--- src/rtl/ctc_pkg.sv ---
// shared types, constants and helpers of the clear-on-compare timer
// no dependencies
`default_nettype none

package ctc_pkg;

  localparam int COUNTER_BITS_DEF = 8;
  localparam int MAX_DIVISOR_DEF  = 1024;
  localparam int SKIP_BITS_DEF    = 24;

  localparam int PRESCALE_W = 10;
  localparam int DIV_W      = PRESCALE_W + 1;
  localparam int VALUE_W    = 8;
  localparam int SKIP_CFG_W = 24;
  localparam int CFG_DATA_W = 24;
  localparam int CFG_IDX_W  = 3;

  typedef enum logic [CFG_IDX_W-1:0] {
    REG_TIMER_ENABLE = 3'd0,
    REG_CLOCK_SELECT = 3'd1,
    REG_COMPARE_TOP  = 3'd2,
    REG_SKIP_COUNT   = 3'd3,
    REG_TAIL_RELOAD  = 3'd4
  } ctc_reg_e;

  typedef enum logic [2:0] {
    CS_DIV1    = 3'd0,
    CS_DIV8    = 3'd1,
    CS_DIV64   = 3'd2,
    CS_DIV256  = 3'd3,
    CS_DIV1024 = 3'd4
  } ctc_clk_sel_e;

  typedef struct packed {
    logic                  timer_enable;
    logic [2:0]            clock_select;
    logic [VALUE_W-1:0]    compare_top;
    logic [SKIP_CFG_W-1:0] skip_count;
    logic [VALUE_W-1:0]    tail_reload;
  } ctc_cfg_t;

  typedef struct packed {
    logic               compare_match;
    logic               period_event;
    logic [VALUE_W-1:0] count_value;
  } ctc_res_t;

  // prescaler divisor for a clock select code
  function automatic logic [DIV_W-1:0] divisor(input logic [2:0] sel);
    logic [DIV_W-1:0] d;
    case (sel)
      CS_DIV1:    d = 11'd1;
      CS_DIV8:    d = 11'd8;
      CS_DIV64:   d = 11'd64;
      CS_DIV256:  d = 11'd256;
      CS_DIV1024: d = 11'd1024;
      default:    d = 11'd1;
    endcase
    return d;
  endfunction

  function automatic logic sel_valid(input logic [2:0] sel);
    return sel inside {CS_DIV1, CS_DIV8, CS_DIV64, CS_DIV256, CS_DIV1024};
  endfunction

endpackage

`default_nettype wire

--- src/rtl/ctc_if.sv ---
// valid/ready channel interfaces of the timer: tick input and result output
// no dependencies
`default_nettype none

interface ctc_tick_if;
  logic valid;
  logic ready;
  logic tick;

  modport source (output valid, output tick, input ready);
  modport sink   (input valid, input tick, output ready);
endinterface

interface ctc_result_if;
  logic       valid;
  logic       ready;
  logic       compare_match;
  logic       period_event;
  logic [7:0] count_value;

  modport source (output valid, output compare_match, output period_event,
                  output count_value, input ready);
  modport sink   (input valid, input compare_match, input period_event,
                  input count_value, output ready);
endinterface

`default_nettype wire

--- src/rtl/ctc_core.sv ---
// timer state: prescaler, compare counter, skip counter and tail flag
// depends on ctc_pkg
`default_nettype none

module ctc_core #(
  parameter int COUNTER_BITS = ctc_pkg::COUNTER_BITS_DEF,
  parameter int MAX_DIVISOR  = ctc_pkg::MAX_DIVISOR_DEF,
  parameter int SKIP_BITS    = ctc_pkg::SKIP_BITS_DEF
) (
  input  wire logic              clk_i,
  input  wire logic              rst_ni,
  input  wire logic              step_i,
  input  wire logic              tick_i,
  input  wire ctc_pkg::ctc_cfg_t cfg_i,
  output ctc_pkg::ctc_res_t      res_o
);

  localparam logic [ctc_pkg::DIV_W-1:0] MaxDiv = ctc_pkg::DIV_W'(MAX_DIVISOR);

  logic [ctc_pkg::PRESCALE_W-1:0] presc_q, presc_d;
  logic [COUNTER_BITS-1:0]        count_q, count_d;
  logic [SKIP_BITS-1:0]           skipped_q, skipped_d;
  logic                           tail_q, tail_d;

  logic [ctc_pkg::DIV_W-1:0] div_tbl, div;
  logic [ctc_pkg::DIV_W-1:0] presc_inc;
  logic [COUNTER_BITS-1:0]   top;
  logic [31:0]               skip_ext;
  logic [SKIP_BITS-1:0]      skip_lim;
  logic [SKIP_BITS-1:0]      skipped_inc;
  logic                      run, match, evt;

  assign div_tbl   = ctc_pkg::divisor(cfg_i.clock_select);
  assign div       = (div_tbl > MaxDiv) ? MaxDiv : div_tbl;
  assign presc_inc = {1'b0, presc_q} + 1'b1;
  assign skip_ext  = {8'd0, cfg_i.skip_count};
  assign skip_lim  = skip_ext[SKIP_BITS-1:0];
  assign skipped_inc = (skipped_q != '1) ? skipped_q + 1'b1 : skipped_q;

  // an empty tail reload leaves the counter running to all ones
  always_comb begin
    if (tail_q) begin
      if (cfg_i.tail_reload == '0) begin
        top = '1;
      end else begin
        top = COUNTER_BITS'(cfg_i.tail_reload) - 1'b1;
      end
    end else begin
      top = COUNTER_BITS'(cfg_i.compare_top);
    end
  end

  assign run = tick_i && cfg_i.timer_enable && ctc_pkg::sel_valid(cfg_i.clock_select);

  always_comb begin
    presc_d   = presc_q;
    count_d   = count_q;
    skipped_d = skipped_q;
    tail_d    = tail_q;
    match     = 1'b0;
    evt       = 1'b0;
    if (run) begin
      if (presc_inc >= div) begin
        presc_d = '0;
        if (count_q == top) begin
          count_d = '0;
          match   = 1'b1;
          if (skip_lim == '0 || tail_q) begin
            skipped_d = '0;
            tail_d    = 1'b0;
            evt       = 1'b1;
          end else begin
            skipped_d = skipped_inc;
            if (skipped_inc >= skip_lim) begin
              if (cfg_i.tail_reload != '0) begin
                tail_d = 1'b1;
              end else begin
                skipped_d = '0;
                evt       = 1'b1;
              end
            end
          end
        end else begin
          count_d = count_q + 1'b1;
        end
      end else begin
        presc_d = presc_inc[ctc_pkg::PRESCALE_W-1:0];
      end
    end
  end

  always_ff @(posedge clk_i or negedge rst_ni) begin
    if (!rst_ni) begin
      presc_q   <= '0;
      count_q   <= '0;
      skipped_q <= '0;
      tail_q    <= 1'b0;
    end else if (step_i) begin
      presc_q   <= presc_d;
      count_q   <= count_d;
      skipped_q <= skipped_d;
      tail_q    <= tail_d;
    end
  end

  assign res_o.compare_match = match;
  assign res_o.period_event  = evt;
  assign res_o.count_value   = count_d[ctc_pkg::VALUE_W-1:0];

endmodule

`default_nettype wire

--- src/rtl/ctc_timer_with_period_extension.sv ---
// top level of the clear-on-compare timer with period extension
// depends on ctc_pkg, ctc_if (ctc_tick_if, ctc_result_if) and ctc_core
//
//   channel   dir  contents                                      handshake
//   in_i      in   tick                                          valid/ready
//   out_o     out  compare_match, period_event, count_value      valid/ready
//   cfg       in   cfg_we_i, cfg_idx_i, cfg_wdata_i              write enable
//
// one transaction per cycle unless the output stalls; each result passes the input
// register, which feeds the state update and the result register in one pass
// a stalled output holds both stages; the input register keeps taking while the
// result register drains, so ready only drops when both stages are full and stalled
// reset clears the configuration, the timer state and both valid flags
`default_nettype none

module ctc_timer_with_period_extension #(
  parameter int COUNTER_BITS = ctc_pkg::COUNTER_BITS_DEF,
  parameter int MAX_DIVISOR  = ctc_pkg::MAX_DIVISOR_DEF,
  parameter int SKIP_BITS    = ctc_pkg::SKIP_BITS_DEF
) (
  input  wire logic                           clk_i,
  input  wire logic                           rst_ni,
  input  wire logic                           cfg_we_i,
  input  wire logic [ctc_pkg::CFG_IDX_W-1:0]  cfg_idx_i,
  input  wire logic [ctc_pkg::CFG_DATA_W-1:0] cfg_wdata_i,
  ctc_tick_if.sink                            in_i,
  ctc_result_if.source                        out_o
);

  ctc_pkg::ctc_cfg_t cfg_q;
  ctc_pkg::ctc_res_t res_d, res_q;

  logic in_valid_q, out_valid_q;
  logic tick_q;
  logic advance, in_acc;

  always_ff @(posedge clk_i or negedge rst_ni) begin
    if (!rst_ni) begin
      cfg_q <= '0;
    end else if (cfg_we_i) begin
      case (cfg_idx_i)
        ctc_pkg::REG_TIMER_ENABLE: cfg_q.timer_enable <= cfg_wdata_i[0];
        ctc_pkg::REG_CLOCK_SELECT: cfg_q.clock_select <= cfg_wdata_i[2:0];
        ctc_pkg::REG_COMPARE_TOP:  cfg_q.compare_top  <= cfg_wdata_i[ctc_pkg::VALUE_W-1:0];
        ctc_pkg::REG_SKIP_COUNT:   cfg_q.skip_count   <= cfg_wdata_i[ctc_pkg::SKIP_CFG_W-1:0];
        ctc_pkg::REG_TAIL_RELOAD:  cfg_q.tail_reload  <= cfg_wdata_i[ctc_pkg::VALUE_W-1:0];
        default: ;
      endcase
    end
  end

  assign advance    = !out_valid_q || out_o.ready;
  assign in_i.ready = !in_valid_q || advance;
  assign in_acc     = in_i.valid && in_i.ready;

  always_ff @(posedge clk_i or negedge rst_ni) begin
    if (!rst_ni) begin
      in_valid_q  <= 1'b0;
      out_valid_q <= 1'b0;
    end else begin
      if (in_i.ready) begin
        in_valid_q <= in_i.valid;
      end
      if (advance) begin
        out_valid_q <= in_valid_q;
      end
    end
  end

  always_ff @(posedge clk_i) begin
    if (in_acc) begin
      tick_q <= in_i.tick;
    end
    if (advance && in_valid_q) begin
      res_q <= res_d;
    end
  end

  ctc_core #(
    .COUNTER_BITS (COUNTER_BITS),
    .MAX_DIVISOR  (MAX_DIVISOR),
    .SKIP_BITS    (SKIP_BITS)
  ) u_core (
    .clk_i  (clk_i),
    .rst_ni (rst_ni),
    .step_i (advance && in_valid_q),
    .tick_i (tick_q),
    .cfg_i  (cfg_q),
    .res_o  (res_d)
  );

  assign out_o.valid         = out_valid_q;
  assign out_o.compare_match = res_q.compare_match;
  assign out_o.period_event  = res_q.period_event;
  assign out_o.count_value   = res_q.count_value;

endmodule

`default_nettype wire

--- src/flat_wrapper.sv ---
// flat-port wrapper written by rule: the top's interface ports become plain ports
module ctc_timer_with_period_extension_flat 
#(
  parameter int COUNTER_BITS = ctc_pkg::COUNTER_BITS_DEF,
  parameter int MAX_DIVISOR  = ctc_pkg::MAX_DIVISOR_DEF,
  parameter int SKIP_BITS    = ctc_pkg::SKIP_BITS_DEF
)
  (clk_i, rst_ni, cfg_we_i, cfg_idx_i, cfg_wdata_i, in_i_valid, in_i_tick, in_i_ready, out_o_valid, out_o_compare_match, out_o_period_event, out_o_count_value, out_o_ready);
  ctc_tick_if in_i_i ();
  ctc_result_if out_o_i ();
  input  wire logic clk_i;
  input  wire logic rst_ni;
  input  wire logic cfg_we_i;
  input  wire logic [ctc_pkg::CFG_IDX_W-1:0] cfg_idx_i;
  input  wire logic [ctc_pkg::CFG_DATA_W-1:0] cfg_wdata_i;
  input wire logic [$bits(in_i_i.valid)-1:0] in_i_valid;
  input wire logic [$bits(in_i_i.tick)-1:0] in_i_tick;
  output wire logic [$bits(in_i_i.ready)-1:0] in_i_ready;
  output wire logic [$bits(out_o_i.valid)-1:0] out_o_valid;
  output wire logic [$bits(out_o_i.compare_match)-1:0] out_o_compare_match;
  output wire logic [$bits(out_o_i.period_event)-1:0] out_o_period_event;
  output wire logic [$bits(out_o_i.count_value)-1:0] out_o_count_value;
  input wire logic [$bits(out_o_i.ready)-1:0] out_o_ready;
  assign in_i_i.valid = in_i_valid;
  assign in_i_i.tick = in_i_tick;
  assign in_i_ready = in_i_i.ready;
  assign out_o_valid = out_o_i.valid;
  assign out_o_compare_match = out_o_i.compare_match;
  assign out_o_period_event = out_o_i.period_event;
  assign out_o_count_value = out_o_i.count_value;
  assign out_o_i.ready = out_o_ready;
  ctc_timer_with_period_extension #(.COUNTER_BITS(COUNTER_BITS), .MAX_DIVISOR(MAX_DIVISOR), .SKIP_BITS(SKIP_BITS)) u_core (.clk_i(clk_i), .rst_ni(rst_ni), .cfg_we_i(cfg_we_i), .cfg_idx_i(cfg_idx_i), .cfg_wdata_i(cfg_wdata_i), .in_i(in_i_i), .out_o(out_o_i));
endmodule
--- config.mk ---
export PLATFORM = sky130hd
export DESIGN_NAME = ctc_timer_with_period_extension_flat
export DESIGN_NICKNAME = d
export VERILOG_FILES = /design/src/rtl/ctc_pkg.sv /design/src/rtl/ctc_if.sv /design/src/rtl/ctc_core.sv /design/src/rtl/ctc_timer_with_period_extension.sv /design/src/flat_wrapper.sv
export SDC_FILE = /design/constraint.sdc
export NUM_CORES = 1
export LEC_CHECK = 0
export BUFFER_PORTS_ARGS = -buffer_cell sky130_fd_sc_hd__buf_2
export CAP_MARGIN = 10
export CORE_UTILIZATION = 54
export DETAILED_ROUTE_END_ITERATION = 8
export GPL_TIMING_DRIVEN = 0
export PLACE_DENSITY_LB_ADDON = 0.08
export SLEW_MARGIN = 20
export SYNTH_ARGS = -nofsm -noshare
export SYNTH_HDL_FRONTEND = slang
export SYNTH_HIERARCHICAL = 1
export SYNTH_SLANG_ARGS = --single-unit
--- constraint.sdc ---
create_clock -name clk_i -period 3.9 [get_ports clk_i]
set_input_delay 0 -clock clk_i [delete_from_list [all_inputs] [get_ports clk_i]]
set_output_delay 0 -clock clk_i [all_outputs]
set_load 0.02 [all_outputs]
======== Yosys cells after proc, flatten, opt, wreduce, memory -nomap -nowiden ========
Index checks and enable logic that the tools add are counted.
word-level totals
  register bits after elaboration ......... 100
  output and inout port bits .............. 12
  input bits .............................. 33
  word-level logic and storage cells ...... 78
operators by class
  $add $sub $neg .......................... 4
  multiplexer cells ....................... 19
  magnitude comparators ................... 3
  reduce and logical (&&, ||, !) cells .... 27
  eq/ne operators ......................... 10
operators by type and width
  cell                                                   number
  two-way mux 24 bit                                     4
  one-hot mux 11 bit (4 select lines)                    1
  two-way mux 8 bit                                      5
  adder 24 x 1 -> 24 bit, second input constant          1
  greater-or-equal comparator 24 bit                     1
  logical NOT 24 bit                                     1
  != test 24 bit, second input constant                  1
  AND reduction 2 bit                                    7
  equality test 3 x 2 -> 1 bit, second input constant    4
  adder 10 x 1 -> 11 bit, second input constant          1
  greater-or-equal comparator 11 bit                     1
  greater-than comparator 11 bit, second input constant  1
  two-way mux 11 bit                                     1
  two-way mux 10 bit                                     1
  adder 8 x 1 -> 8 bit, second input constant            1
  equality test 8 bit                                    1
  logical NOT 8 bit                                      1
  nonzero test 8 bit                                     1
  subtractor 8 x 1 -> 8 bit, second input constant       1
  two-way mux 1 bit                                      7
  equality test 3 x 1 -> 1 bit, second input constant    2
  equality test 3 bit, second input constant             2
  logical NOT 3 bit                                      2
  AND reduction 6 bit                                    1
  7 further kinds                                        14

======== Logic depth before layout (Yosys ltp) ========
Gate-level depths: netlist of run 1.
  depth after elaboration ................. 7
  gate-level depth with buffers ........... 19
  gate-level depth less buffers ........... 17

======== By module ========
Netlist of run 1, hierarchy kept.
modules (own cells, without submodules)
  module                           area an instance (um^2)  sequential area each (um^2)  cells an instance  instances
  ctc_core                         4,078.9                  1,076.0                      521                1
  ctc_timer_with_period_extension  2,199.6                  1,481.4                      116                1

======== Least setup slack after synthesis of run 1 ========
Ideal clock, no wire load.
  path kind ............................... register -> register
  start ................................... register u_core.u_core.skipped_q[7]
  end ..................................... register u_core.u_core.skipped_q[23]
  setup time .............................. 0.121 ns
  setup slack ............................. -0.131 ns
  path buffers ............................ 3
  stages on the path, launching flop included .. 19
  arrival time ............................ 3.910 ns
  period minus slack after synthesis ...... 4.031 ns
  required time ........................... 3.779 ns
  cell sequence ........................... dfrtp_1 > clkbuf_1 > and4_1 > nand3_1 > a2111oi_0 > nor2b_1 > nand2b_1 > clkbuf_1 > o21a_1 > or2_2 > ha_1 > o2111ai_1 > and2_1 > or3_1 > a41o_1 > nand2_1 > clkbuf_1 > o21ai_1 > a22o_1
on the way
  word-level cells in the longest chain between the ends .. 5
  elaborated cells between the ends (all ways) .. 7
  those cells by class .................... add/sub: 1; order compare: 1; eq/ne: 1; mux: 4
RTL lines
  what                                                                             line                            source
  start, declared                                                                  ctc_core.sv:22                  logic [SKIP_BITS-1:0] skipped_q, skipped_d;
  start signal, assigned                                                           ctc_core.sv:101                 skipped_q <= skipped_d;
  adder 24 x 1 -> 24 bit / != test 24 bit (equally long branches)                  ctc_core.sv:38                  assign skipped_inc = (skipped_q != '1) ? skipped_q + 1'b1 : skipped_q;
  two-way mux 24 bit *                                                             ctc_core.sv:38
  greater-or-equal comparator 24 bit / two-way mux 24 bit (equally long branches)  ctc_core.sv:74, ctc_core.sv:75
  two-way mux 24 bit *                                                             ctc_core.sv:74                  if (skipped_inc >= skip_lim) begin
  two-way mux 24 bit *                                                             ctc_core.sv:68                  if (skip_lim == '0 || tail_q) begin
Mark *: on every way between the ends. The rest lies on a longest branch, timed or not.
A chain may end at the register's enable or synchronous reset.

======== Worst setup path in the final report of run 1 ========
  start ................................... register u_core.u_core.skipped_q[6]
  end ..................................... register u_core.u_core.skipped_q[13]
The elaborated chain is that of the path after synthesis.

==> results.tsv, run 1 <==
metric	value	unit
outcome	finished clean	
maximum vdd ir drop	0.0003297	V
pre-CTS setup slack	-0.6606	ns
Synth Area in Simple Gates	18.93	%
layout cell share with drive strength beyond 1	24.90	%
fill count	884	
Power Density	384.9	mW/mm2
hpwl dp	10550	um
final period utilization	98.60	%
worst-case reg-to-reg path depth	16	
crit path launch type	flip-flop	
Initial Utilization	55.22	%
Static Leakage	0.003490	uW
Max Clk Rate	260.1	MHz
Post-DRT Antenna Nets	0	
Hold Crit Depth	3	
Hold/Removal Path Class	input pin to flip-flop	
number of cell rows	39	
hold path endpoint	u_core/cfg_q[43]$_DFFE_PN0P_	
placed inst area	0.006720	mm2
reg2reg setup slack	0.05	ns
post-route cell area	0.007676	mm2
die area	0.01206	mm2
pin count of the biggest net entering global routing	55	
crit-path max cell delay	0.48	ns
H-tree Lvls	3	
crit path cell chain	nand4_1 -> nor3_4 -> nand3b_1 -> nor2_1 -> and4_1 -> xor2_1 -> ha_1 -> a21o_1 -> a21oi_2 -> and2_4 -> or3_4 -> a41o_1 -> nand2_4 -> buf_8 -> or4_1 -> o221ai_1	
Worst Tran Pin Value	0.5790	ns
first-pass GRT wire length	25200	um
initial antenna violation count	0	
clock sink count	100	
Synth Area in Adders	6.576	%
Initial DRC Count	426	
Synth Area in XOR/XNOR	5.301	%
RD Place Congestion	0.8832	
WP data arrival	4.12	ns
Via density	5.783	
Area Overhead vs Synth	22.26	%
Max clock buf depth	2	
CTS tree	done	
skew final	0.01142	ns
dominant combinational cell family by area after synthesis	simple AND/OR/NAND/NOR gates	
WL final	15250	um
vias post-DR	5170	
Seq/Total Area, Yosys	40.73	%
flops & latches, synth	100	
final hold slack	0.06730	ns
final core occ	67.51	%
final worst slack	0.05475	ns
ys async rst share	89.00	%
clk slew on worst S/H paths	0.07	ns
Die Ht	109.8	um
Crit Path Max Fanout	10	
worst r2r dst	u_core/u_core/skipped_q[13]$_DFFE_PN0P_	
NumNets Final	812	
core area	0.01137	mm2
relative slew slack	61.30	%
CP Capture Type	flip-flop	
Mapped Area	0.006279	mm2
grt total ovfl	0	
Post-synth EDFFs	11	
Die W	109.8	um
WL/cell	17.06	um
Ys Warns	6	
Tmin final	3.845	ns
Mapped Cells	637	
max cap viols	0	
Crit path required time	4.17	ns
final setup vio count	0	
vias in the first global route	5164	
Mapped Avg Cell Area	9.856	um2
top_reg_cell synth	dfrtp_1	
overall routing resource usage	27.42	%
Final Hold Fails	0	
setup TNS	0	ns
CTS Buf Count	9	
TritonRoute pass-1 iters	6	
slowest CP cell	or4_1	
buffers added on ports	44	
Worst Hold Launch	cfg_idx_i[2]	
CTS root buf	clkbuf_16	
CP Class	flip-flop to flip-flop	
clk_lat worst skew	0.36	ns
Mapped Nets	703	
Critical R2R Launch	u_core/u_core/skipped_q[6]$_DFFE_PN0P_	
Yosys cell types	65	
mux contribution to synthesized area	9.605	%
IO Count	45	
RSZ-0062 raised after global routing	true	
n_diodes	0	
Final Max Slew Viols	0	
compound-cell area share of the yosys netlist	14.31	%
# DRC	0	
## critical path, delay by kind of cell, from the launching register on
| kind | cells | cell delay [ns] |
|---|---|---|
| AO/OA/AOI/OAI | 4 | 0.60 |
| adder cells (fa/ha/maj) | 1 | 0.29 |
| flip-flops | 1 | 0.39 |
| AND/OR/NAND/NOR | 9 | 2.12 |
| buffers and inverters | 1 | 0.15 |
| XOR/XNOR | 1 | 0.20 |
## worst max path at each step
stage                                       startpoint                                       to  slack [ns]  cells past startpoint
6_report        u_core/u_core/skipped_q[6]$_DFFE_PN0P_  u_core/u_core/skipped_q[13]$_DFFE_PN0P_        0.05                     16
3_3_place_gp    u_core/u_core/skipped_q[3]$_DFFE_PN0P_  u_core/u_core/skipped_q[22]$_DFFE_PN0P_       -0.61                     18
2_1_floorplan   u_core/u_core/skipped_q[0]$_DFFE_PN0P_  u_core/u_core/skipped_q[23]$_DFFE_PN0P_      -0.009                     18
4_1_cts         u_core/u_core/skipped_q[7]$_DFFE_PN0P_   u_core/u_core/skipped_q[7]$_DFFE_PN0P_       0.003                     17
5_1_grt         u_core/u_core/skipped_q[1]$_DFFE_PN0P_  u_core/u_core/skipped_q[13]$_DFFE_PN0P_       -0.12                     17
3_5_place_dp   u_core/u_core/skipped_q[19]$_DFFE_PN0P_  u_core/u_core/skipped_q[22]$_DFFE_PN0P_       -0.66                     18
## repair_timing
| action | CTS | global route |
|---|---|---|
| endpoints found under the hold margin | 137 | 0 |
| setup buffers | 6 | 21 |
| endpoints found under the setup margin | 26 | 24 |
| resized for setup | 28 | 19 |
| pin swaps | 4 | 13 |
| cloned | 0 | 1 |
| hold buffers | 29 | 0 |
## flip-flops by register name, summed over array words and instances (netlist names)
| name | cells |
|---|---|
| u_core/out_o.valid | 1 |
| u_core/u_core/count_q | 8 |
| u_core/out_o.period_event | 1 |
| u_core/u_core/presc_q | 10 |
| u_core/u_core/tail_q | 1 |
| u_core/in_valid_q | 1 |
| u_core/out_o.compare_match | 1 |
| u_core/tick_q | 1 |
| u_core/u_core/skipped_q | 24 |
| u_core/cfg_q | 44 |
| u_core/out_o.count_value | 8 |
## routing by layer
| metal | wire length [um] | global-route usage, % |
|---|---|---|
| met5 | 0 | 0 |
| met2 | 7814 | 47.28 |
| met4 | 135 | 7.524 |
| met3 | 602 | 6.046 |
| met1 | 6702 | 34.50 |
## cell families (layout without fill, tap and decap cells)
kind of cell / Yosys count / after routing
and+or+nand+nor: 216 / 216
AOI/OAI and AO/OA: 138 / 138
DFF: 100 / 100
buffers and inverters: 65 / 179
muxes: 47 / 47
xor gates and xnor gates: 38 / 38
adders and majority gates: 33 / 33
## synthesized netlist by cell type (7+ instances only)
cell type / count / share of area [%]
nand2b_1: 17 / 1.7
and2_1: 9 / 0.90
nor3_1: 15 / 1.2
edfxtp_1: 11 / 5.3
dfrtp_1: 89 / 35
a22o_1: 13 / 1.8
nand3_1: 16 / 1.3
mux2_4: 20 / 4.8
mux2_2: 26 / 4.7
nand4_1: 14 / 1.4
xnor2_1: 22 / 3.1
o31ai_1: 8 / 0.96
nor2_1: 30 / 1.8
o21ai_0: 61 / 4.9
clkbuf_1: 15 / 0.90
nand2_1: 61 / 3.6
ha_1: 33 / 6.6
a31oi_1: 7 / 0.70
inv_1: 38 / 2.3
and3_1: 8 / 0.80
a21oi_1: 12 / 0.96
xor2_1: 16 / 2.2
## layout make-up
class                           count  area (um2)  area share [%]
Buffer                             23       165.2           2.152
Clock buffer                       10       229.0           2.983
Clock inverter                      6       58.81          0.7661
Inverter                           38       142.6           1.858
Multi-Input combinational cell    472        3581           46.65
Sequential cell                   100        2566           33.43
Tap cell                          143       178.9           2.331
Timing Repair Buffer              102       754.5           9.829
## power breakdown
part	internal, uW	switching [uW]	total [uW]
Sequential	1200	149	1340
Clock	446	431	877
Combinational	358	375	733
## stage by stage
step | total power (uW) | std cells
2_1_floorplan | 1838 | 637
3_3_place_gp | 2022 | 824
3_5_place_dp | 2053 | 825
4_1_cts | 2967 | 872
5_1_grt | 3134 | 894
6_report | 2955 | 894
## placed cells by master (no fill, tap or decap), types with 9 or more instances in the layout
cell and n:
buf_2 46, edfxtp_1 11, nand2_1 59, nor3_1 12, a21oi_1 10, xnor2_1 22
nand4_1 14, a22o_1 13, ha_1 31, xor2_1 16, mux2_2 26, mux2_4 20
inv_1 38, clkbuf_16 9, buf_4 31, dlygate4sd3_1 29, nand2b_1 16, nor2_1 30
nand3_1 13, o21ai_0 61, dfrtp_1 82
(Power assumes the default switching activity.)
==> run 2, diff against run 1 <==
--- a/config.mk
+++ b/config.mk
@@ -8,6 +8,7 @@
 export BUFFER_PORTS_ARGS = -buffer_cell sky130_fd_sc_hd__buf_2
 export CAP_MARGIN = 10
 export CORE_UTILIZATION = 54
+export CTS_BUF_LIST = sky130_fd_sc_hd__clkbuf_4
 export DETAILED_ROUTE_END_ITERATION = 8
 export GPL_TIMING_DRIVEN = 0
 export PLACE_DENSITY_LB_ADDON = 0.08
==> constraint.sdc (replaced) <==
create_clock -name clk_i -period 3.1 [get_ports clk_i]
set_input_delay 0 -clock clk_i [delete_from_list [all_inputs] [get_ports clk_i]]
set_output_delay 0 -clock clk_i [all_outputs]
set_load 0.02 [all_outputs]
==> results.tsv, run 2 (synthesized netlist as in run 1, its figures left out) <==
metric	value	unit
Area Overhead vs Synth	30.43	%
vias post-DR	5504	
WL final	17060	um
die area	0.01206	mm2
Sequential Area	0.002566	mm2
largest register by flop count	u_core/cfg_q	
grt total ovfl	0	
NumNets Final	844	
Via density	5.944	
Die W	109.8	um
Hold/Removal Path Class	input pin to flip-flop	
Die Ht	109.8	um
pin count of the biggest net entering global routing	53	
Worst Tran Pin Value	0.7989	ns
final setup vio count	36	
final hold slack	0.2018	ns
vias in the first global route	5262	
biggest regs	u_core/cfg_q: 44 flops, u_core/u_core/skipped_q: 24 flops, u_core/u_core/presc_q: 10 flops	
CTS root buf	clkbuf_4	
fill count	848	
number of cell rows	39	
multi-input logic area	0.003852	mm2
commonest non-fill, non-tap cell in the layout	dfrtp_1	
Final Hold Fails	0	
total power	3671	uW
commonest non-fill, non-tap cells in the layout	dfrtp_1 (82), nand2_1 (56), buf_2 (46), buf_4 (42), dlygate4sd3_1 (38)	
clk slew on worst S/H paths	0.16	ns
Max Clk Rate	252.8	MHz
H-tree Lvls	3	
IO Count	45	
Final Max Slew Viols	0	
clock sink count	100	
WL/cell	18.42	um
reg2reg setup slack	-0.86	ns
Crit path required time	3.51	ns
Crit Path Max Fanout	6	
Initial DRC Count	356	
failing checks	setup timing	
WP data arrival	4.36	ns
hpwl dp	10930	um
Initial Utilization	55.22	%
CTS tree	done	
first-pass GRT wire length	26400	um
TritonRoute pass-1 iters	5	
RSZ-0062 raised after global routing	true	
layout cell share with drive strength beyond 1	32.18	%
Post-DRT Antenna Nets	0	
CTS Buf Count	9	
crit path launch type	flip-flop	
skew final	0.01163	ns
CP Class	flip-flop to flip-flop	
overall routing resource usage	29.15	%
# DRC	0	
CP Capture Type	flip-flop	
relative slew slack	46.74	%
initial antenna violation count	0	
final worst slack	-0.8552	ns
RD Place Congestion	0.8615	
clk_lat worst skew	0.49	ns
final period utilization	127.6	%
core area	0.01137	mm2
maximum vdd ir drop	0.0004104	V
max FFs per register	44	
Static Leakage	0.003721	uW
n_diodes	0	
max cap viols	0	
Max clock buf depth	2	
Power Density	448.3	mW/mm2
post-route cell area	0.008189	mm2
Tmin final	3.955	ns
placed inst area	0.006802	mm2
pre-CTS setup slack	-1.155	ns
buffers added on ports	44	
outcome	complete, but fails checks	
run 2: where the power goes:
part	total, uW	switching (uW)	internal (uW)
logic	1230	606	624
registers	1690	186	1510
clock network	749	487	262
total	3670	1280	2390
run 2: what timing repair did:
action,in CTS,in global routing
setup buffers,35,13
hold buffers,39,0
endpoints found under the hold margin,137,0
pin swaps,25,40
gates cloned,2,2
setup endpoints to repair,51,53
resized for setup,66,63
run 2: cell type report:
class	instances	share of cell area, %
repair buffers	134	13.29
flip-flops and latches	100	31.34
clock buffers	9	0.8251
multi-input cells	472	47.04
plain buffers	23	2.567
clock inverters	7	1.008
well taps	143	2.185
inverters	38	1.742
run 2: worst paths after layout:
check	start	to	cells past startpoint
worst max-delay path	u_core/u_core/skipped_q[3]$_DFFE_PN0P_	u_core/u_core/skipped_q[19]$_DFFE_PN0P_	18
worst min-delay path	in_i_tick	u_core/tick_q$_DFFE_PP_	2
worst max register to register	u_core/u_core/skipped_q[3]$_DFFE_PN0P_	u_core/u_core/skipped_q[19]$_DFFE_PN0P_	18
worst min register to register	u_core/in_valid_q$_DFFE_PN0P_	u_core/out_o.valid$_DFFE_PN0P_	1
max in group asynchronous	rst_ni	u_core/u_core/skipped_q[3]$_DFFE_PN0P_	4
min in group asynchronous	rst_ni	u_core/cfg_q[27]$_DFFE_PN0P_	4
run 2: critical path, stage by stage, from the launching register on:
cell and delay (ns):
dfrtp_2 0.46, nand4_1 0.23, nor3_4 0.09, buf_6 0.13, a2111oi_4 0.35, nor2b_4 0.20
nand2b_1 0.07, clkbuf_8 0.16, o21a_1 0.20, or2_4 0.26, ha_4 0.27, o2111ai_2 0.12
and2_4 0.17, or3_1 0.31, a41o_1 0.26, nand2_4 0.14, nor2_4 0.08, buf_6 0.15
a22o_1 0.22
run 2: metal layers:
metal,up-vias,GRT usage [%],wire [um],part of all wire (%)
met5,-,0,0,0
met4,0,9.238,316,1.9
met3,25,5.039,734,4.3
met2,164,48.84,8624,51
met1,2705,38.22,7384,43
li1,2610,-,-,-
run 2: per-stage QoR:
step / util (%) / instances / TNS [ns]
finish: 72.03 / 926 / -21.82
global route: 72.03 / 926 / -25.68
CTS: 69.01 / 913 / -15.72
detailed placement: 59.82 / 825 / -32.15
global placement: 59.52 / 824 / -28.71
floorplan: - / 637 / -9.543
